===== src/ilt_pkg.sv =====
// Package for the indexed list table: word types, request modes and status codes.
`timescale 1ns / 1ps

package ilt_pkg;

  localparam int MODE_W  = 3;
  localparam int POS_W   = 5;
  localparam int WORD_W  = 32;
  localparam int STAT_W  = 2;
  localparam int FILL_W  = 5;

  localparam logic [MODE_W-1:0] MODE_PUSH   = 3'd0;
  localparam logic [MODE_W-1:0] MODE_POP    = 3'd1;
  localparam logic [MODE_W-1:0] MODE_INSERT = 3'd2;
  localparam logic [MODE_W-1:0] MODE_REMOVE = 3'd3;
  localparam logic [MODE_W-1:0] MODE_GET    = 3'd4;
  localparam logic [MODE_W-1:0] MODE_SET    = 3'd5;

  localparam logic [STAT_W-1:0] ST_OK        = 2'd0;
  localparam logic [STAT_W-1:0] ST_BAD_INDEX = 2'd1;
  localparam logic [STAT_W-1:0] ST_EMPTY     = 2'd2;
  localparam logic [STAT_W-1:0] ST_FULL      = 2'd3;

  typedef struct packed {
    logic [MODE_W-1:0] mode;
    logic [POS_W-1:0]  position;
    logic [WORD_W-1:0] word_in;
  } in_word_t;

  typedef struct packed {
    logic [STAT_W-1:0] status;
    logic [WORD_W-1:0] word_out;
    logic [FILL_W-1:0] fill;
  } out_word_t;

endpackage


===== src/indexed_list_table_top.sv =====
// Indexed list table: position-addressed list of words kept in one synchronous memory.
`timescale 1ns / 1ps

// An ordered list of up to CAPACITY words held in a single memory with one write
// and one registered read port. One request word is taken at a time and gives one
// result word. Push, set, an insert at the fill count, the unused modes and requests
// that fail their checks go straight to the result state; pop and get first wait
// for the registered read. An insert below the fill count and any remove move every
// later entry by one place, writing each moved word while the next one is read, so
// they take longer the more entries they move (at most CAPACITY - 1). Every request
// is held in the result state while the previous result still waits in the output
// register.
// The memory needs no clearing after reset: only positions below the fill count
// are read. The result sits in an output register, so a request can be accepted
// while the previous result still waits to be taken.
module indexed_list_table_top #(
  parameter int CAPACITY  = 16,
  parameter int WORD_BITS = 32
) (
  input  logic              clk,
  input  logic              rst_n,
  input  logic              in_valid,
  output logic              in_stall,
  input  ilt_pkg::in_word_t in_data,
  output logic              out_valid,
  input  logic              out_stall,
  output ilt_pkg::out_word_t out_data
);

  localparam int AW   = (CAPACITY > 1) ? $clog2(CAPACITY) : 1;
  localparam int CW   = $clog2(CAPACITY + 1);
  localparam int CMPW = (CW > ilt_pkg::POS_W) ? CW : ilt_pkg::POS_W;
  localparam int SW   = (WORD_BITS < ilt_pkg::WORD_W) ? WORD_BITS : ilt_pkg::WORD_W;

  typedef enum logic [4:0] {
    S_IDLE   = 5'b00001,
    S_RDWAIT = 5'b00010,
    S_SHIFT  = 5'b00100,
    S_LAST   = 5'b01000,
    S_RESP   = 5'b10000
  } state_t;

  logic [SW-1:0] entries_mem [CAPACITY];
  logic [SW-1:0] rd_data_r;

  state_t                     state_r, state_nxt;
  logic [CW-1:0]              fill_r, fill_nxt;
  logic [CW-1:0]              moves_r, moves_nxt;
  logic [AW-1:0]              src_r, src_nxt;
  logic [AW-1:0]              pos_r, pos_nxt;
  logic                       up_r, up_nxt;
  logic [ilt_pkg::STAT_W-1:0] status_r, status_nxt;
  logic [SW-1:0]              word_r, word_nxt;
  logic                       out_valid_r, out_valid_nxt;
  ilt_pkg::out_word_t         out_data_r, out_data_nxt;

  logic          wr_en;
  logic [AW-1:0] wr_addr;
  logic [SW-1:0] wr_data;
  logic          rd_en;
  logic [AW-1:0] rd_addr;

  logic [CMPW-1:0] pos_c;
  logic [CMPW-1:0] fill_c;
  logic [SW-1:0]   win;
  logic            full;

  assign pos_c  = CMPW'(in_data.position);
  assign fill_c = CMPW'(fill_r);
  assign win    = SW'(in_data.word_in);
  assign full   = (fill_r == CW'(CAPACITY));

  assign in_stall  = (state_r != S_IDLE);
  assign out_valid = out_valid_r;
  assign out_data  = out_data_r;

  always_comb begin
    state_nxt     = state_r;
    fill_nxt      = fill_r;
    moves_nxt     = moves_r;
    src_nxt       = src_r;
    pos_nxt       = pos_r;
    up_nxt        = up_r;
    status_nxt    = status_r;
    word_nxt      = word_r;
    out_valid_nxt = out_valid_r & out_stall;
    out_data_nxt  = out_data_r;
    wr_en         = 1'b0;
    wr_addr       = src_r;
    wr_data       = word_r;
    rd_en         = 1'b0;
    rd_addr       = src_r;

    case (state_r)
      S_IDLE: begin
        if (in_valid) begin
          status_nxt = ilt_pkg::ST_OK;
          word_nxt   = '0;
          pos_nxt    = AW'(in_data.position);
          state_nxt  = S_RESP;
          case (in_data.mode)
            ilt_pkg::MODE_PUSH: begin
              if (full) begin
                status_nxt = ilt_pkg::ST_FULL;
              end else begin
                wr_en    = 1'b1;
                wr_addr  = AW'(fill_r);
                wr_data  = win;
                fill_nxt = fill_r + 1'b1;
              end
            end
            ilt_pkg::MODE_POP: begin
              if (fill_r == '0) begin
                status_nxt = ilt_pkg::ST_EMPTY;
              end else begin
                rd_en     = 1'b1;
                rd_addr   = AW'(fill_r - 1'b1);
                fill_nxt  = fill_r - 1'b1;
                moves_nxt = '0;
                state_nxt = S_RDWAIT;
              end
            end
            ilt_pkg::MODE_INSERT: begin
              if (pos_c > fill_c) begin
                status_nxt = ilt_pkg::ST_BAD_INDEX;
              end else if (full) begin
                status_nxt = ilt_pkg::ST_FULL;
              end else if (pos_c == fill_c) begin
                wr_en    = 1'b1;
                wr_addr  = AW'(in_data.position);
                wr_data  = win;
                fill_nxt = fill_r + 1'b1;
              end else begin
                // Entries move up starting from the top; the new word goes in last.
                rd_en     = 1'b1;
                rd_addr   = AW'(fill_r - 1'b1);
                src_nxt   = AW'(fill_r - 1'b1);
                moves_nxt = CW'(fill_c - pos_c);
                up_nxt    = 1'b1;
                word_nxt  = win;
                fill_nxt  = fill_r + 1'b1;
                state_nxt = S_SHIFT;
              end
            end
            ilt_pkg::MODE_REMOVE: begin
              if (pos_c >= fill_c) begin
                status_nxt = ilt_pkg::ST_BAD_INDEX;
              end else begin
                rd_en     = 1'b1;
                rd_addr   = AW'(in_data.position);
                src_nxt   = AW'(in_data.position);
                moves_nxt = CW'(fill_c - pos_c - 1'b1);
                up_nxt    = 1'b0;
                fill_nxt  = fill_r - 1'b1;
                state_nxt = S_RDWAIT;
              end
            end
            ilt_pkg::MODE_GET: begin
              if (pos_c >= fill_c) begin
                status_nxt = ilt_pkg::ST_BAD_INDEX;
              end else begin
                rd_en     = 1'b1;
                rd_addr   = AW'(in_data.position);
                moves_nxt = '0;
                state_nxt = S_RDWAIT;
              end
            end
            ilt_pkg::MODE_SET: begin
              if (pos_c >= fill_c) begin
                status_nxt = ilt_pkg::ST_BAD_INDEX;
              end else begin
                wr_en   = 1'b1;
                wr_addr = AW'(in_data.position);
                wr_data = win;
              end
            end
            default: begin
            end
          endcase
        end
      end
      S_RDWAIT: begin
        word_nxt = rd_data_r;
        if (moves_r == '0) begin
          state_nxt = S_RESP;
        end else begin
          rd_en     = 1'b1;
          rd_addr   = src_r + 1'b1;
          src_nxt   = src_r + 1'b1;
          state_nxt = S_SHIFT;
        end
      end
      S_SHIFT: begin
        // The word read last cycle from src_r lands one place up or down, while
        // the next source is read ahead.
        wr_en     = 1'b1;
        wr_addr   = up_r ? (src_r + 1'b1) : (src_r - 1'b1);
        wr_data   = rd_data_r;
        moves_nxt = moves_r - 1'b1;
        if (moves_r > CW'(1)) begin
          rd_en   = 1'b1;
          rd_addr = up_r ? (src_r - 1'b1) : (src_r + 1'b1);
          src_nxt = up_r ? (src_r - 1'b1) : (src_r + 1'b1);
        end else begin
          state_nxt = up_r ? S_LAST : S_RESP;
        end
      end
      S_LAST: begin
        wr_en     = 1'b1;
        wr_addr   = pos_r;
        wr_data   = word_r;
        word_nxt  = '0;
        state_nxt = S_RESP;
      end
      S_RESP: begin
        if (!out_valid_r || !out_stall) begin
          out_valid_nxt         = 1'b1;
          out_data_nxt.status   = status_r;
          out_data_nxt.word_out = ilt_pkg::WORD_W'(word_r);
          out_data_nxt.fill     = ilt_pkg::FILL_W'(fill_r);
          state_nxt             = S_IDLE;
        end
      end
      default: begin
        state_nxt = S_IDLE;
      end
    endcase
  end

  always_ff @(posedge clk) begin
    if (wr_en) begin
      entries_mem[wr_addr] <= wr_data;
    end
    if (rd_en) begin
      rd_data_r <= entries_mem[rd_addr];
    end
  end

  always_ff @(posedge clk) begin
    if (!rst_n) begin
      state_r     <= S_IDLE;
      fill_r      <= '0;
      out_valid_r <= 1'b0;
    end else begin
      state_r     <= state_nxt;
      fill_r      <= fill_nxt;
      out_valid_r <= out_valid_nxt;
    end
  end

  always_ff @(posedge clk) begin
    moves_r    <= moves_nxt;
    src_r      <= src_nxt;
    pos_r      <= pos_nxt;
    up_r       <= up_nxt;
    status_r   <= status_nxt;
    word_r     <= word_nxt;
    out_data_r <= out_data_nxt;
  end

endmodule

===== config.mk =====
export PLATFORM = sky130hd
export DESIGN_NAME = indexed_list_table_top
export DESIGN_NICKNAME = d
export VERILOG_FILES = /design/src/ilt_pkg.sv /design/src/indexed_list_table_top.sv
export SDC_FILE = /design/constraint.sdc
export NUM_CORES = 1
export LEC_CHECK = 0
export BUFFER_PORTS_ARGS = -buffer_cell sky130_fd_sc_hd__buf_2
export CORE_AREA = 8 8 312 314
export CTS_BUF_LIST = sky130_fd_sc_hd__clkbuf_8
export DETAILED_ROUTE_END_ITERATION = 10
export DIE_AREA = 0 0 320 322
export GPL_TIMING_DRIVEN = 0
export PLACE_DENSITY = 0.42
export SYNTH_ARGS = -nofsm -noshare
export SYNTH_HDL_FRONTEND = slang
export SYNTH_SLANG_ARGS = --single-unit

===== constraint.sdc =====
create_clock -name clk -period 7.8 [get_ports clk]
set_input_delay 1.17 -clock clk [delete_from_list [all_inputs] [get_ports clk]]
set_output_delay 1.17 -clock clk [all_outputs]
set_load 0.1 [all_outputs]

After elaboration in Yosys (flattened, before gate mapping)
Memories as Yosys holds them, arrays and structs flattened. A register that Yosys moved wholly into a read port is not among the register bits.
Cells that the tools add are included.
{ "op_classes": {"n_addsub": 7, "magnitude_cmp": 3, "n_eq_ne": 29, "n_mux": 93, "n_bitwise": 1, "n_reduce_logical": 22} }
{ "op_table": {"columns": ["op", "count"], "rows": [
  ["two-way mux 32 bit", 11],
  ["case mux 32 bit (3 select lines)", 2],
  ["two-way mux 5 bit", 21],
  ["two-way mux 4 bit", 16],
  ["case mux 32 bit (2 select lines)", 1],
  ["case mux 4 bit (3 select lines)", 5],
  ["case mux 5 bit (4 select lines)", 2],
  ["case mux 5 bit (5 select lines)", 1],
  ["two-way mux 1 bit", 22],
  ["!= test 3 bit (second input constant)", 6],
  ["!= test 2 bit (second input constant)", 8],
  ["case mux 5 bit (3 select lines)", 1],
  ["subtractor 5 x 1 -> 5 bit (second input constant)", 3],
  ["equality test 5 bit (second input constant)", 2],
  ["zero test 5 bit", 2],
  ["!= test 5 x 1 -> 1 bit (second input constant)", 2],
  ["case mux 5 bit (2 select lines)", 1],
  ["case mux 1 bit (3 select lines)", 3],
  ["AND reduction 9 bit", 1],
  ["case mux 2 bit (4 select lines)", 1],
  ["case mux 4 bit (2 select lines)", 1],
  ["AND reduction 7 bit", 1],
  ["equality test 3 x 2 -> 1 bit (second input constant)", 2],
  ["equality test 3 bit (second input constant)", 2],
  ["other kinds (28)", 38]
]} }
{ "totals": {"regBits": 98, "mem_bits_rw": 512, "inputBits": 44, "output_inout_bits": 41, "elab_cells": 168, "mem_count": 1} }
{ "mem_list": {"columns": ["memory", "words", "word_bits", "read_ports", "rd_clocked_by_memory_dff", "wr", "line_no", "rtl"], "rows": [
  ["entries_mem", 16, 32, 1, 1, 1, "indexed_list_table_top.sv:43", "logic [SW-1:0] entries_mem [CAPACITY];"]
]} }

Longest topological paths before layout
Gate-level depths: netlist of the first run.
{ "depth": {"ltp_word": 9, "ltp_mapped": 16, "mapped_depth_nobuf": 11} }

Worst setup path after synthesis of the first run
Ideal clock, no wire load.
{ "synth_timing": {"kind": "in2reg", "from": "input in_data[34] (netlist name)", "to": "memory entries_mem[1][0] (netlist name), enable pin", "setup_ps": 513, "t_arrival_ps": 6808, "required_time_ps": 7287, "slack_ps": 479, "stages": 13, "n_path_buf": 2, "cell_sequence": "inv_1 > ha_1 > and3_1 > o21a_1 > o21a_1 > clkbuf_1 > clkbuf_1 > mux2i_1 > o21ai_0 > a221oi_1 > o21a_1 > nand4_1 > nor4b_1"} }
{ "synth_via": {"elab_chain_len": 9, "word_cells_on_any_way": 19, "cone_classes": "order compare: 2; eq/ne: 1; mux: 16"} }
{ "synth_rtl": {"columns": ["item", "line_no", "rtl"], "rows": [
  ["from (decl)", "indexed_list_table_top.sv:24", "input ilt_pkg::in_word_t in_data,"],
  ["equality test 5 bit", "indexed_list_table_top.sv:128", "end else if (pos_c == fill_c) begin"],
  ["two-way mux 1 bit", "indexed_list_table_top.sv:128", null],
  ["two-way mux 1 bit", "indexed_list_table_top.sv:126", "end else if (full) begin"],
  ["two-way mux 1 bit", "indexed_list_table_top.sv:124", "if (pos_c > fill_c) begin"],
  ["case mux 1 bit (3 select lines)", "indexed_list_table_top.sv:101", "case (in_data.mode)"],
  ["two-way mux 1 bit", "indexed_list_table_top.sv:96", "if (in_valid) begin"],
  ["case mux 1 bit (2 select lines)", "indexed_list_table_top.sv:94", "case (state_r)"],
  ["two-way mux 1 bit", "indexed_list_table_top.sv:231", "if (wr_en) begin"],
  ["two-way mux 1 bit (implied by the code)", "indexed_list_table_top.sv:232", "entries_mem[wr_addr] <= wr_data;"],
  ["to (decl)", "indexed_list_table_top.sv:43", null]
]} }
Several ways; a longest one is shown, not always the timed one.

Worst setup path in the final report of the first run
{ "layout_timing": {"from": "register fill_r[0] (netlist: fill_c[0])", "to": "register rd_data_r[27], read port of entries_mem (data pin)"} }
{ "layout_via": {"elab_chain_len": 7, "word_cells_on_any_way": 22, "cone_classes": "add/sub: 1; order compare: 2; eq/ne: 2; mux: 16; reduce/logical: 1"} }
{ "layout_rtl": {"columns": ["item", "line_no", "rtl"], "rows": [
  ["from (decl)", "indexed_list_table_top.sv:47", "logic [CW-1:0] fill_r, fill_nxt;"],
  ["from (signal assigned)", "indexed_list_table_top.sv:246", "fill_r <= fill_nxt;"],
  ["subtractor 5 x 1 -> 5 bit / equality test 5 bit (equally long branches)", null, null],
  ["two-way mux 4 bit / two-way mux 1 bit (equally long branches)", "indexed_list_table_top.sv:128", null],
  ["two-way mux 4 bit / two-way mux 1 bit (equally long branches) (2 in a row)", null, null],
  ["case mux 4 bit (3 select lines) / case mux 1 bit (3 select lines) (equally long branches)", "indexed_list_table_top.sv:101", null],
  ["two-way mux 4 bit / two-way mux 1 bit (equally long branches)", "indexed_list_table_top.sv:96", null],
  ["case mux 4 bit (3 select lines) / case mux 1 bit (3 select lines) (equally long branches)", "indexed_list_table_top.sv:94", null],
  ["to (decl)", "indexed_list_table_top.sv:44", "logic [SW-1:0] rd_data_r;"]
]} }
Several ways; a longest one is shown, not always the timed one.
A chain may end at the register's enable or synchronous reset.

==> results of run 1 <==
[cells by family after synthesis]
family,Yosys count,synth area share
AO/OA/AOI/OAI,527,0.134
XOR/XNOR,17,0.00542
adder cells (fa/ha/maj),14,0.00665
buffers and inverters,180,0.0267
flip-flops,642,0.698
multiplexers,105,0.0446
AND/OR/NAND/NOR,479,0.0841
[power by group]
part           leakage [uW]  internal, uW  switching (uW)
combinational       0.00354           240             877
sequential          0.00585          4090            39.1
clock               0.00113          1370            1400
[cell usage after synthesis, drive strengths merged (6+ instances only)]
cell,n
xnor2,12
nor3,20
nor2,41
buf,26
o21ai,149
nor2b,10
a22oi,36
a211oi,69
dfxtp,11
ha,13
nand3,211
nand4,7
mux2,66
nand2,142
o221ai,6
inv,16
o21a,7
a21oi,61
a2111oi,64
and2,8
edfxtp,631
clkbuf,137
a221o,32
mux2i,39
or3,7
a22o,33
o211ai,34
o22ai,8
[worst paths after layout]
path,end,slack (ns),cells after the start
max,rd_data_r[27],1.24,14
min,out_data[38],0.44,0
max reg2reg,rd_data_r[27],1.24,14
min reg2reg,out_data[38],0.44,0
[placed cells by master (no fill, tap or decap), types with 36 or more instances in the layout]
cell type and instances:
inv_1 54, mux2i_1 39, nand3_1 210, a22oi_1 36, edfxtp_1 631, buf_2 96, nand2_1 142, o21ai_0 147
a211oi_1 69, a21oi_1 59, a2111oi_0 64, clkbuf_1 127, nor2_1 36, mux2_2 42, clkbuf_8 113
[through the flow]
| stage | area [sq um] | utilization | total power (uW) |
|---|---|---|---|
| 6_report | 31900 | 0.345 | 8020 |
| 5_1_grt | 31900 | 0.345 | 8330 |
| 2_1_floorplan | 27500 | - | 4830 |
| 3_3_place_gp | 29400 | 0.318 | 5290 |
| 3_5_place_dp | 30000 | 0.324 | 5320 |
| 4_1_cts | 31900 | 0.345 | 8110 |
[routing by layer]
metal  vias up  GRT usage  wire length [microns]
li1       8281          -                      -
met1      9588      0.251                  44000
met2       696      0.299                  45400
met3       154     0.0294                   5530
met4         0     0.0569                   2430
met5         -          0                      0
[flip-flops by register name, indices dropped and copies added (netlist names), 2 cells and up]
| register | flops |
|---|---|
| entries_mem | 512 |
| fill_c | 5 |
| moves_r | 5 |
| out_data | 39 |
| pos_r | 4 |
| rd_data_r | 32 |
| src_r | 4 |
| state_r | 5 |
| status_r | 2 |
| word_r | 32 |
[worst max-delay path, stage by stage, from the launching register on]
cell and delay, ns:
dfxtp_1 0.36, clkbuf_1 0.47, inv_1 0.21, ha_1 0.43, nand3_1 0.20, o21a_1 0.15, clkbuf_1 0.25, a21oi_1 0.45
o221ai_1 0.27, a21oi_1 0.66, clkbuf_1 0.59, clkbuf_1 0.62, a2111oi_0 0.18, a2111oi_0 0.91, nand3_1 0.41
[final cells by class]
cell class | count | share of cell area
antenna | 1 | 0.0000783
buffer | 163 | 0.0213
clock buffer | 113 | 0.0487
clock inverter | 82 | 0.0119
inverter | 17 | 0.00200
multi-input combinational | 1142 | 0.240
sequential | 642 | 0.600
tap | 1197 | 0.0469
timing repair buffer | 116 | 0.0291
==> results.md, run 1 <==
- Worst slack, placed: about 0.54 ns
- Post-synth EDFFs: 631
- Dpl cells: 3277
- Post-synth top area share: 0.690
- Bufs on Longest Clock Path: 3
- Vias in the first global route: 18726
- CORE AREA: roughly 0.092 sq mm
- Maximum vdd drop: 0.103 mV
- First-pass GRT wire length: between 100000 and 150000 microns
- CTS Buf Count: between 100 and 150
- Area growth syn-to-layout: 16.4%
- Number of H-tree levels: 3
- Post-route setup slack: ~1.2 ns
- Cell variety after synth: a little over 70
- Die X: ~320 microns
- First-pass DRT Iterations: 5
- CTS resizes: 0
- Share of cells above drive strength 1: 0.165
- Hold Vio Cnt, Final: 0
- Via count: roughly 19000
- Status: complete, no violations
- Syn Area/Cell: approximately 14 sq um
- Post-Route WL: 97400 microns
- Mapped Area: between 0.02 and 0.03 sq mm
- Final instance count without filler cells: 3473
- Wirelength per Cell: roughly 28 microns
- Synth top area cells: edfxtp_1, nand3_1, o21ai_0
- Synthesis Warnings: 0
- Full die area: ~0.10 sq mm
- Worst Path Required: 8.16 ns
- LEAKAGE: 0.0105 uW
- Initial Utilization: 0.297
- Max Clock Freq: ~150 MHz
- Clk slew on worst S/H paths: approximately 0.070 ns
- Placer Congestion: roughly 0.87
- Cts hold-fix bufs: 0
- Hold crit path type: reg -> reg
- Worst Clk Skew: approximately 0.035 ns
- Area leader, netlist: edfxtp_1
- Register area: roughly 0.019 sq mm
- Slew @ Worst Pin: approximately 1.4 ns
- DRC: 0
- Most common flop cell mapped by yosys: edfxtp_1
- CP endpoint kind: flop
- Post-synthesis cell count: ~2000
- Number of max-cap violations: 0
- DRT iter0 DRCs: 1535
- Nets: about 2300
- TNS Setup: 0 ns
- Minimum clock period: 6.56 ns
- RSZ-0062 raised after global routing: false
- GRT Total Usage: 0.184
- CTS tree: yes
- Worst Setup SP: fill_c[0]
- Critical path class: reg -> reg
- Reg-to-reg startpoint: fill_c[0]
- I/O pin count: 85
- Largest net degree at the start of global routing: 33
- Routed Antenna Nets: 0
- Post-CTS Setup Bufs: 0
- Startpoint Class: flop
- Pwr Density: 251 mW/mm^2
- FP Rows: around 110
- HPWL Detailed: roughly 67000 microns
- Slew Viols, Final: 0
- Final period util: 0.841
- Port bufs: 84
- Die extent in y: ~320 microns
- Post-synthesis sequential area ratio: 0.698
- Critical path data arrival time: 6.91 ns
- Worst-path fanout max: 10
- Via density: between 5 and 6
- Hold_sp: status_r[1]
- Area of the multi-input gates: 0.00767 sq mm
- Final hold slack: 0.445 ns
- Final setup vio count: 0
- GRT overflow: 0
- Mapped Nets: 2022
- Initial antenna violation count: 4
- # fillers: 9063
- Max transition margin: 0.0630
- FFs w/ async S/R, synth: 0
- Clock root buffer: clkbuf_8
- Worst skew pair latency: roughly 0.74 ns
- Synthesized flop and latch total: 642
- Sink Count: ~640
No activity file was read; power rests on OpenSTA's default activity.
==> run 2: changes to the inputs <==
--- a/config.mk
+++ b/config.mk
@@ -5,13 +5,14 @@
 export SDC_FILE = /design/constraint.sdc
 export NUM_CORES = 1
 export LEC_CHECK = 0
+export ABC_AREA = 1
 export BUFFER_PORTS_ARGS = -buffer_cell sky130_fd_sc_hd__buf_2
-export CORE_AREA = 8 8 312 314
+export CORE_AREA = 8 8 322 324
 export CTS_BUF_LIST = sky130_fd_sc_hd__clkbuf_8
 export DETAILED_ROUTE_END_ITERATION = 10
-export DIE_AREA = 0 0 320 322
+export DIE_AREA = 0 0 330 332
 export GPL_TIMING_DRIVEN = 0
-export PLACE_DENSITY = 0.42
+export PLACE_DENSITY = 0.44
 export SYNTH_ARGS = -nofsm -noshare
 export SYNTH_HDL_FRONTEND = slang
 export SYNTH_SLANG_ARGS = --single-unit
==> constraint.sdc (replaced) <==
create_clock -name clk -period 5.42 [get_ports clk]
set_input_delay 0.813 -clock clk [delete_from_list [all_inputs] [get_ports clk]]
set_output_delay 0.813 -clock clk [all_outputs]
set_load 0.1 [all_outputs]
==> run 2 against run 1 <==
Maximum frequency increased by 57%; count of clock-buffer cells in the layout decreased by 3; sequential share of layout area decreased by 4.3 points; final area increased by 7.7%; critical path depth increased by 3; clock skew increased by 0.011 ns; critical path type unchanged.
==> results.md, run 2 <==
- Worst Setup SP: fill_c[2]
- Clock root buffer: clkbuf_8
- Vias in the first global route: 20990 (+12%)
- Slew @ Worst Pin: 1.08 ns (-0.324 ns)
- Sink Count: 642 (unchanged)
- Worst r2r path cells: 17 (+3)
- CTS Buf Count: 109 (-1.8%)
- Cell variety after synth: 54 (-25%)
- Nets: 3078 (+37%)
- Minimum clock period: 4.18 ns (-2.38 ns)
- Port bufs: 83 (-1.2%)
- Bufs on Longest Clock Path: 3 (unchanged)
- Number of max-cap violations: 0 (unchanged)
- Syn Area/Cell: 10.5 sq um (-25%)
- Routed Antenna Nets: 0 (unchanged)
- Pwr Density: 469 mW/mm^2 (+87%)
- Leading cell types by count after synthesis: edfxtp_1, nand3_1, nand2_1
- First-pass GRT wire length: 140000 microns (+1.6%)
- Hold Vio Cnt, Final: 0 (unchanged)
- Max transition margin: 0.279 (+0.216)
- Full die area: 0.110 sq mm (+6.3%)
- Critical path class: reg -> reg
- Post-Route WL: 95700 microns (-1.8%)
- Synthesized flop and latch total: 642 (unchanged)
- Placer Congestion: 0.856 (-1.5%)
- Maximum vdd drop: 0.199 mV (+93%)
- Wirelength per Cell: 21.7 microns (-23%)
- Largest net degree at the start of global routing: 33 (unchanged)
- Number of H-tree levels: 3 (unchanged)
- Reg-to-reg startpoint: fill_c[2]
- Status: complete, no violations
- Max reg flops: 512 (unchanged)
- LEAKAGE: 0.0139 uW (+32%)
- I/O pin count: 85 (unchanged)
- Clk slew on worst S/H paths: 0.07 ns (about the same)
- Initial Utilization: 0.296 (-0.000379)
- Worst Clk Skew: 0.0456 ns (+0.0110 ns)
- Most common cell in the netlist: edfxtp_1
- Overall Power: 16100 uW (+100%)
- Most common cell after layout, fill and taps aside: edfxtp_1
- Crit-path max cell delay: 0.58 ns (-0.33 ns)
- FP Rows: 116 (+3.6%)
- Most common flop cell mapped by yosys: edfxtp_1
- Final period util: 0.771 (-0.0695)
- CP endpoint kind: flop
- R2r endpoint: entries_mem[15][23]
- Critical path data arrival time: 4.61 ns (-2.30 ns)
- HPWL Detailed: 68600 microns (+3.0%)
- Via density: 4.81 (-11%)
- Die X: 330 microns (+3.1%)
- Worst Path Buf+Inv: 3 (-2)
- Final core occ: 0.347 (+0.00204)
- Worst Path Required: 5.85 ns (-2.31 ns)
- CORE AREA: 0.0990 sq mm (+7.0%)
- Reg with most FFs: entries_mem
- Cts hold-fix bufs: 0 (unchanged)
- Area growth syn-to-layout: 17.2%
- DRT iter0 DRCs: 2139 (+39%)
- Register-to-register setup slack: 1.24 ns (about the same)
- Worst-path fanout max: 17 (+7)
- Post-synth top area share: 0.646 (-0.0445)
- Cell-by-cell trace of the critical path: ha_1 > nand2_1 > nor2_1 > nand2_1 > nand3_4 > nand2_2 > nor2_4 > inv_2 > a21oi_1 > o21ai_1 > nor2_1 > buf_4 > nor2_1 > nor2_2 > nand2_1 > nor2_4 > buf_12
- Area leader, netlist: edfxtp_1
- GRT Total Usage: 0.171 (-0.0127)
- CTS tree: yes
- CP top delay family: simple AND/OR/NAND/NOR gates
- DRC: 0 (unchanged)
- Worst skew pair latency: 0.77 ns (+0.03 ns)
- Synth top area cells: edfxtp_1, nand3_1, nand2_1
- CTS resizes: 0 (unchanged)
- Slowest CP cell: nor2_4
- WP depth: 17 (+3)
- Slew Viols, Final: 0 (unchanged)
- Synthesis Warnings: 0 (unchanged)
- Commonest cells after routing, fill and taps aside: edfxtp_1, nand3_1, inv_1, nand2_1, buf_2
- Post-synth EDFFs: 631 (unchanged)
- First-pass DRT Iterations: 6 (+1)
- Final setup vio count: 0 (unchanged)
- Post-synthesis cell count: 2786 (+42%)
- Post-CTS Setup Bufs: 0 (unchanged)
- Hold crit path type: in -> reg
- Mapped Area: 0.0293 sq mm (+6.9%)
- Mapped Nets: 2844 (+41%)
- GRT overflow: 0 (unchanged)
- Max Clock Freq: 239 MHz (+57%)
- FFs w/ async S/R, synth: 0 (unchanged)
- Startpoint Class: flop
- Via count: 21207 (+13%)
- End point of the critical path: entries_mem[15][23]
- Share of cells above drive strength 1: 0.144 (-0.0211)
- RSZ-0062 raised after global routing: false
- Post-synthesis sequential area ratio: 0.653 (-0.0450)
- Die extent in y: 332 microns (+3.1%)
- Initial antenna violation count: 2 (-2)
[run 2: cells by family after synthesis]
kind of cell	Yosys count	synth area share
fa+ha+maj	14	0.00623
compound gates	166	0.0359
xor+xnor	15	0.00448
flops	642	0.653
mux	1	0.000341
buf+inv	640	0.0886
simple gates	1308	0.211
[run 2: power by group]
group	switching [uW]	internal (uW)	total, uW
combinational	4420	1520	5940
clock	2060	2040	4090
sequential	71.3	6020	6100
[run 2: how the worst min path moves through the flow]
| stage | from | endpoint | slack (ns) | depth (start not counted) |
|---|---|---|---|---|
| 2_1_floorplan | status_r[0] | out_data[37] | 0.40 | 0 |
| 5_1_grt | in_data[34] | pos_r[2] | 0.24 | 1 |
| 6_report | in_data[34] | pos_r[2] | 0.26 | 1 |
| 3_5_place_dp | status_r[1] | out_data[38] | 0.41 | 0 |
| 3_3_place_gp | status_r[1] | out_data[38] | 0.41 | 0 |
| 4_1_cts | in_data[34] | pos_r[2] | 0.21 | 1 |
[run 2: per-layer routing]
layer  wire [microns]  GRT usage  up-vias
met2            44600      0.279      717
li1                 -          -     9990
met1            43100      0.236    10361
met3             5720     0.0234      139
met4             2210     0.0510        0
met5                0          0        -
[run 2: per-stage QoR]
step | TNS (ns) | hold slack, ns | setup WS [ns] | cell area [sq um] | std cells
after global routing | 0 | 0.237 | 1.00 | 34400 | 4403
final | 0 | 0.264 | 1.24 | 34400 | 4405
after floorplan | 0 | 0.400 | 0.997 | 29300 | 2786
after CTS | 0 | 0.206 | 1.00 | 34400 | 4401
after global placement | -530.02 | 0.407 | -1.54 | 31400 | 4167
after detailed placement | 0 | 0.406 | 0.440 | 32400 | 4207
[run 2: final cells by class]
type	count	area, sq um
Fill cell	9991	64600
Sequential cell	642	19200
Multi-Input combinational cell	1504	7900
Inverter	486	1820
Tap cell	1298	1620
Clock buffer	110	1510
Timing Repair Buffer	123	1110
Buffer	154	776
Clock inverter	84	463
Antenna cell	4	10.0
[run 2: worst register-to-register path, stage by stage, from the launching register on]
cell,delay [ns]
dfxtp_1,0.40
ha_1,0.43
nand2_1,0.11
nor2_1,0.15
nand2_1,0.11
nand3_4,0.16
nand2_2,0.11
nor2_4,0.23
inv_2,0.06
a21oi_1,0.12
o21ai_1,0.17
nor2_1,0.17
buf_4,0.24
nor2_1,0.16
nor2_2,0.15
nand2_1,0.23
nor2_4,0.58
buf_12,0.27
==> run 3: changes to the inputs <==
==> constraint.sdc (replaced) <==
create_clock -name clk -period 3.8 [get_ports clk]
set_input_delay 0.57 -clock clk [delete_from_list [all_inputs] [get_ports clk]]
set_output_delay 0.57 -clock clk [all_outputs]
set_load 0.1 [all_outputs]
==> run 3 against run 2 <==
Global-route usage about the same; utilization grew 0.43 points; non-clock buffer count increased by 22; final area is 1.2% higher; first-iteration DRC count shrank 15%.
==> results.md, run 3 (synthesis results as in run 2) <==
- Endpoint, Worst Hold: pos_r[0]
- DRT iter0 DRCs: 1812 (-15%)
- Die extent in y: 332 microns (unchanged)
- FP Rows: 116 (unchanged)
- Number of max-cap violations: 0 (unchanged)
- Vias in the first global route: 21143 (+0.73%)
- GRT overflow: 0 (unchanged)
- Cell-by-cell trace of the critical path: clkinvlp_4 > ha_2 > inv_1 > nand2_1 > nand3_4 > nand2_2 > nor2_4 > inv_2 > a21oi_1 > o21ai_1 > a21oi_2 > buf_2 > o221ai_2
- Worst Clk Skew: 0.0427 ns (-0.00286 ns)
- Max transition margin: 0.270 (-0.00843)
- CP endpoint kind: flop
- Max Clock Freq: 272 MHz (+14%)
- RSZ-0062 raised after global routing: false
- Worst-path fanout max: 16 (-1)
- Initial antenna violation count: 3 (+1)
- Hold_sp: in_data[32]
- Sink Count: 642 (unchanged)
- Worst Path Required: 4.08 ns (-1.77 ns)
- First-pass DRT Iterations: 5 (-1)
- Reg-to-reg startpoint: fill_c[0]
- Most common cell after layout, fill and taps aside: edfxtp_1
- Maximum vdd drop: 0.267 mV (+34%)
- Largest net degree at the start of global routing: 33 (unchanged)
- Register-to-register setup slack: 0.12 ns (-1.12 ns)
- Hold crit path type: in -> reg
- DRC: 0 (unchanged)
- Full die area: 0.110 sq mm (unchanged)
- Startpoint Class: flop
- Bufs on Longest Clock Path: 3 (unchanged)
- Worst r2r path cells: 13 (-4)
- I/O pin count: 85 (unchanged)
- LEAKAGE: 0.0141 uW (+1.7%)
- CTS tree: yes
- Final setup vio count: 0 (unchanged)
- HPWL Detailed: 69600 microns (+1.5%)
- Number of H-tree levels: 3 (unchanged)
- Crit-path max cell delay: 0.52 ns (-0.06 ns)
- Critical path class: reg -> reg
- Via density: 4.84 (+0.44%)
- Placer Congestion: 0.859 (+0.41%)
- First-pass GRT wire length: 141000 microns (+0.31%)
- Max reg flops: 512 (unchanged)
- Final core occ: 0.352 (+0.00429)
- Die X: 330 microns (unchanged)
- Hold Vio Cnt, Final: 0 (unchanged)
- Worst skew pair latency: 0.74 ns (-0.03 ns)
- Slowest CP cell: o221ai_2
- Initial Utilization: 0.296 (unchanged)
- Pwr Density: 667 mW/mm^2 (+42%)
- CORE AREA: 0.0990 sq mm (unchanged)
- Hold path depth: 1 (unchanged)
- Clk slew on worst S/H paths: 0.07 ns (about the same)
- Status: complete, no violations
- # fillers: 9949 (-0.42%)
- CP top delay family: compound AO/OA/AOI/OAI gates
- Critical path data arrival time: 3.97 ns (-0.64 ns)
- Nets: 3098 (+0.65%)
- Overall Power: 23200 uW (+44%)
- CTS Buf Count: 107 (-1.8%)
- Port bufs: 83 (unchanged)
- Share of cells above drive strength 1: 0.153 (+0.00913)
- R2r endpoint: entries_mem[8][21]
- Slew Viols, Final: 0 (unchanged)
- GRT Total Usage: 0.172 (+0.000409)
- Via count: 21402 (+0.92%)
- Slew @ Worst Pin: 1.09 ns (+0.0126 ns)
- Routed Antenna Nets: 0 (unchanged)
- Area growth syn-to-layout: 18.7%
- Commonest cells after routing, fill and taps aside: edfxtp_1, nand3_1, inv_1
- Reg with most FFs: entries_mem
- Worst Path Buf+Inv: 4 (+1)
- Final hold slack: 0.101 ns (-0.164 ns)
- Final period util: 0.969 (+0.198)
- Minimum clock period: 3.68 ns (-0.498 ns)
- Post-Route WL: 96400 microns (+0.83%)
- Clock root buffer: clkbuf_8
- Wirelength per Cell: 21.8 microns (+0.35%)
## run 3: cell types whose count changed in the layout (fill, tap and decap cells not counted), moves of 7 or more
cell / before / now
clkinv_1: 37 / 30
buf_2: 169 / 152
buf_8: 21 / 12
buf_4: 17 / 40
clkbuf_4: 0 / 12
buf_12: 14 / 21
inv_1: 500 / 509
## run 3: metrics by stage
step | cells | setup TNS, ns | cell area (sq um) | worst slack [ns]
finish | 4426 | 0 | 34800 | 0.119
CTS | 4416 | -0.0134 | 34700 | -0.00564
global placement | 4167 | -1447.37 | 31400 | -2.62
floorplan | 2786 | -97.30 | 29400 | -0.380
detailed placement | 4201 | -367.04 | 32300 | -0.676
global route | 4426 | 0 | 34800 | 0.00186
## run 3: worst max path at each step
stage / from / end / slack, ns / cells after the start
2_1_floorplan: in_data[34] / entries_mem[12][0] / -0.38 / 17
3_3_place_gp: in_data[35] / entries_mem[12][28] / -2.62 / 18
3_5_place_dp: in_data[35] / entries_mem[14][22] / -0.68 / 19
4_1_cts: fill_c[2] / entries_mem[12][25] / -0.006 / 17
5_1_grt: fill_c[0] / rd_data_r[7] / 0.002 / 19
6_report: fill_c[0] / entries_mem[8][21] / 0.12 / 13
## run 3: power breakdown
| group | internal (uW) | switching, uW |
|---|---|---|
| registers | 8600 | 102 |
| logic | 2210 | 6390 |
| clock network | 3040 | 2870 |
| total | 13800 | 9370 |
## run 3: what timing repair did
item	4_1_cts	5_1_grt
pin swaps	14	3
setup endpoints to repair	545	771
hold buffers	2	0
setup buffers	17	9
hold endpoints to repair	2	0
gates resized for setup	11	36
## run 3: per-layer routing
layer  vias up  global-route usage  routed length (microns)
li1      10014                   -                        -
met1     10436               0.238                    43200
met2       786               0.273                    43600
met3       166              0.0305                     6970
met4         0              0.0513                     2630
met5         -                   0                        0
## run 3: layout make-up
class                           instances  area [sq um]  share of cell area
Clock inverter                         89           553              0.0159
Timing Repair Buffer                  145          1350              0.0387
Multi-Input combinational cell       1504          7990               0.229
Antenna cell                            1          2.50           0.0000719
Clock buffer                          107          1470              0.0423
Inverter                              486          1830              0.0526
Tap cell                             1298          1620              0.0466
Buffer                                154           828              0.0238
Sequential cell                       642         19200               0.551
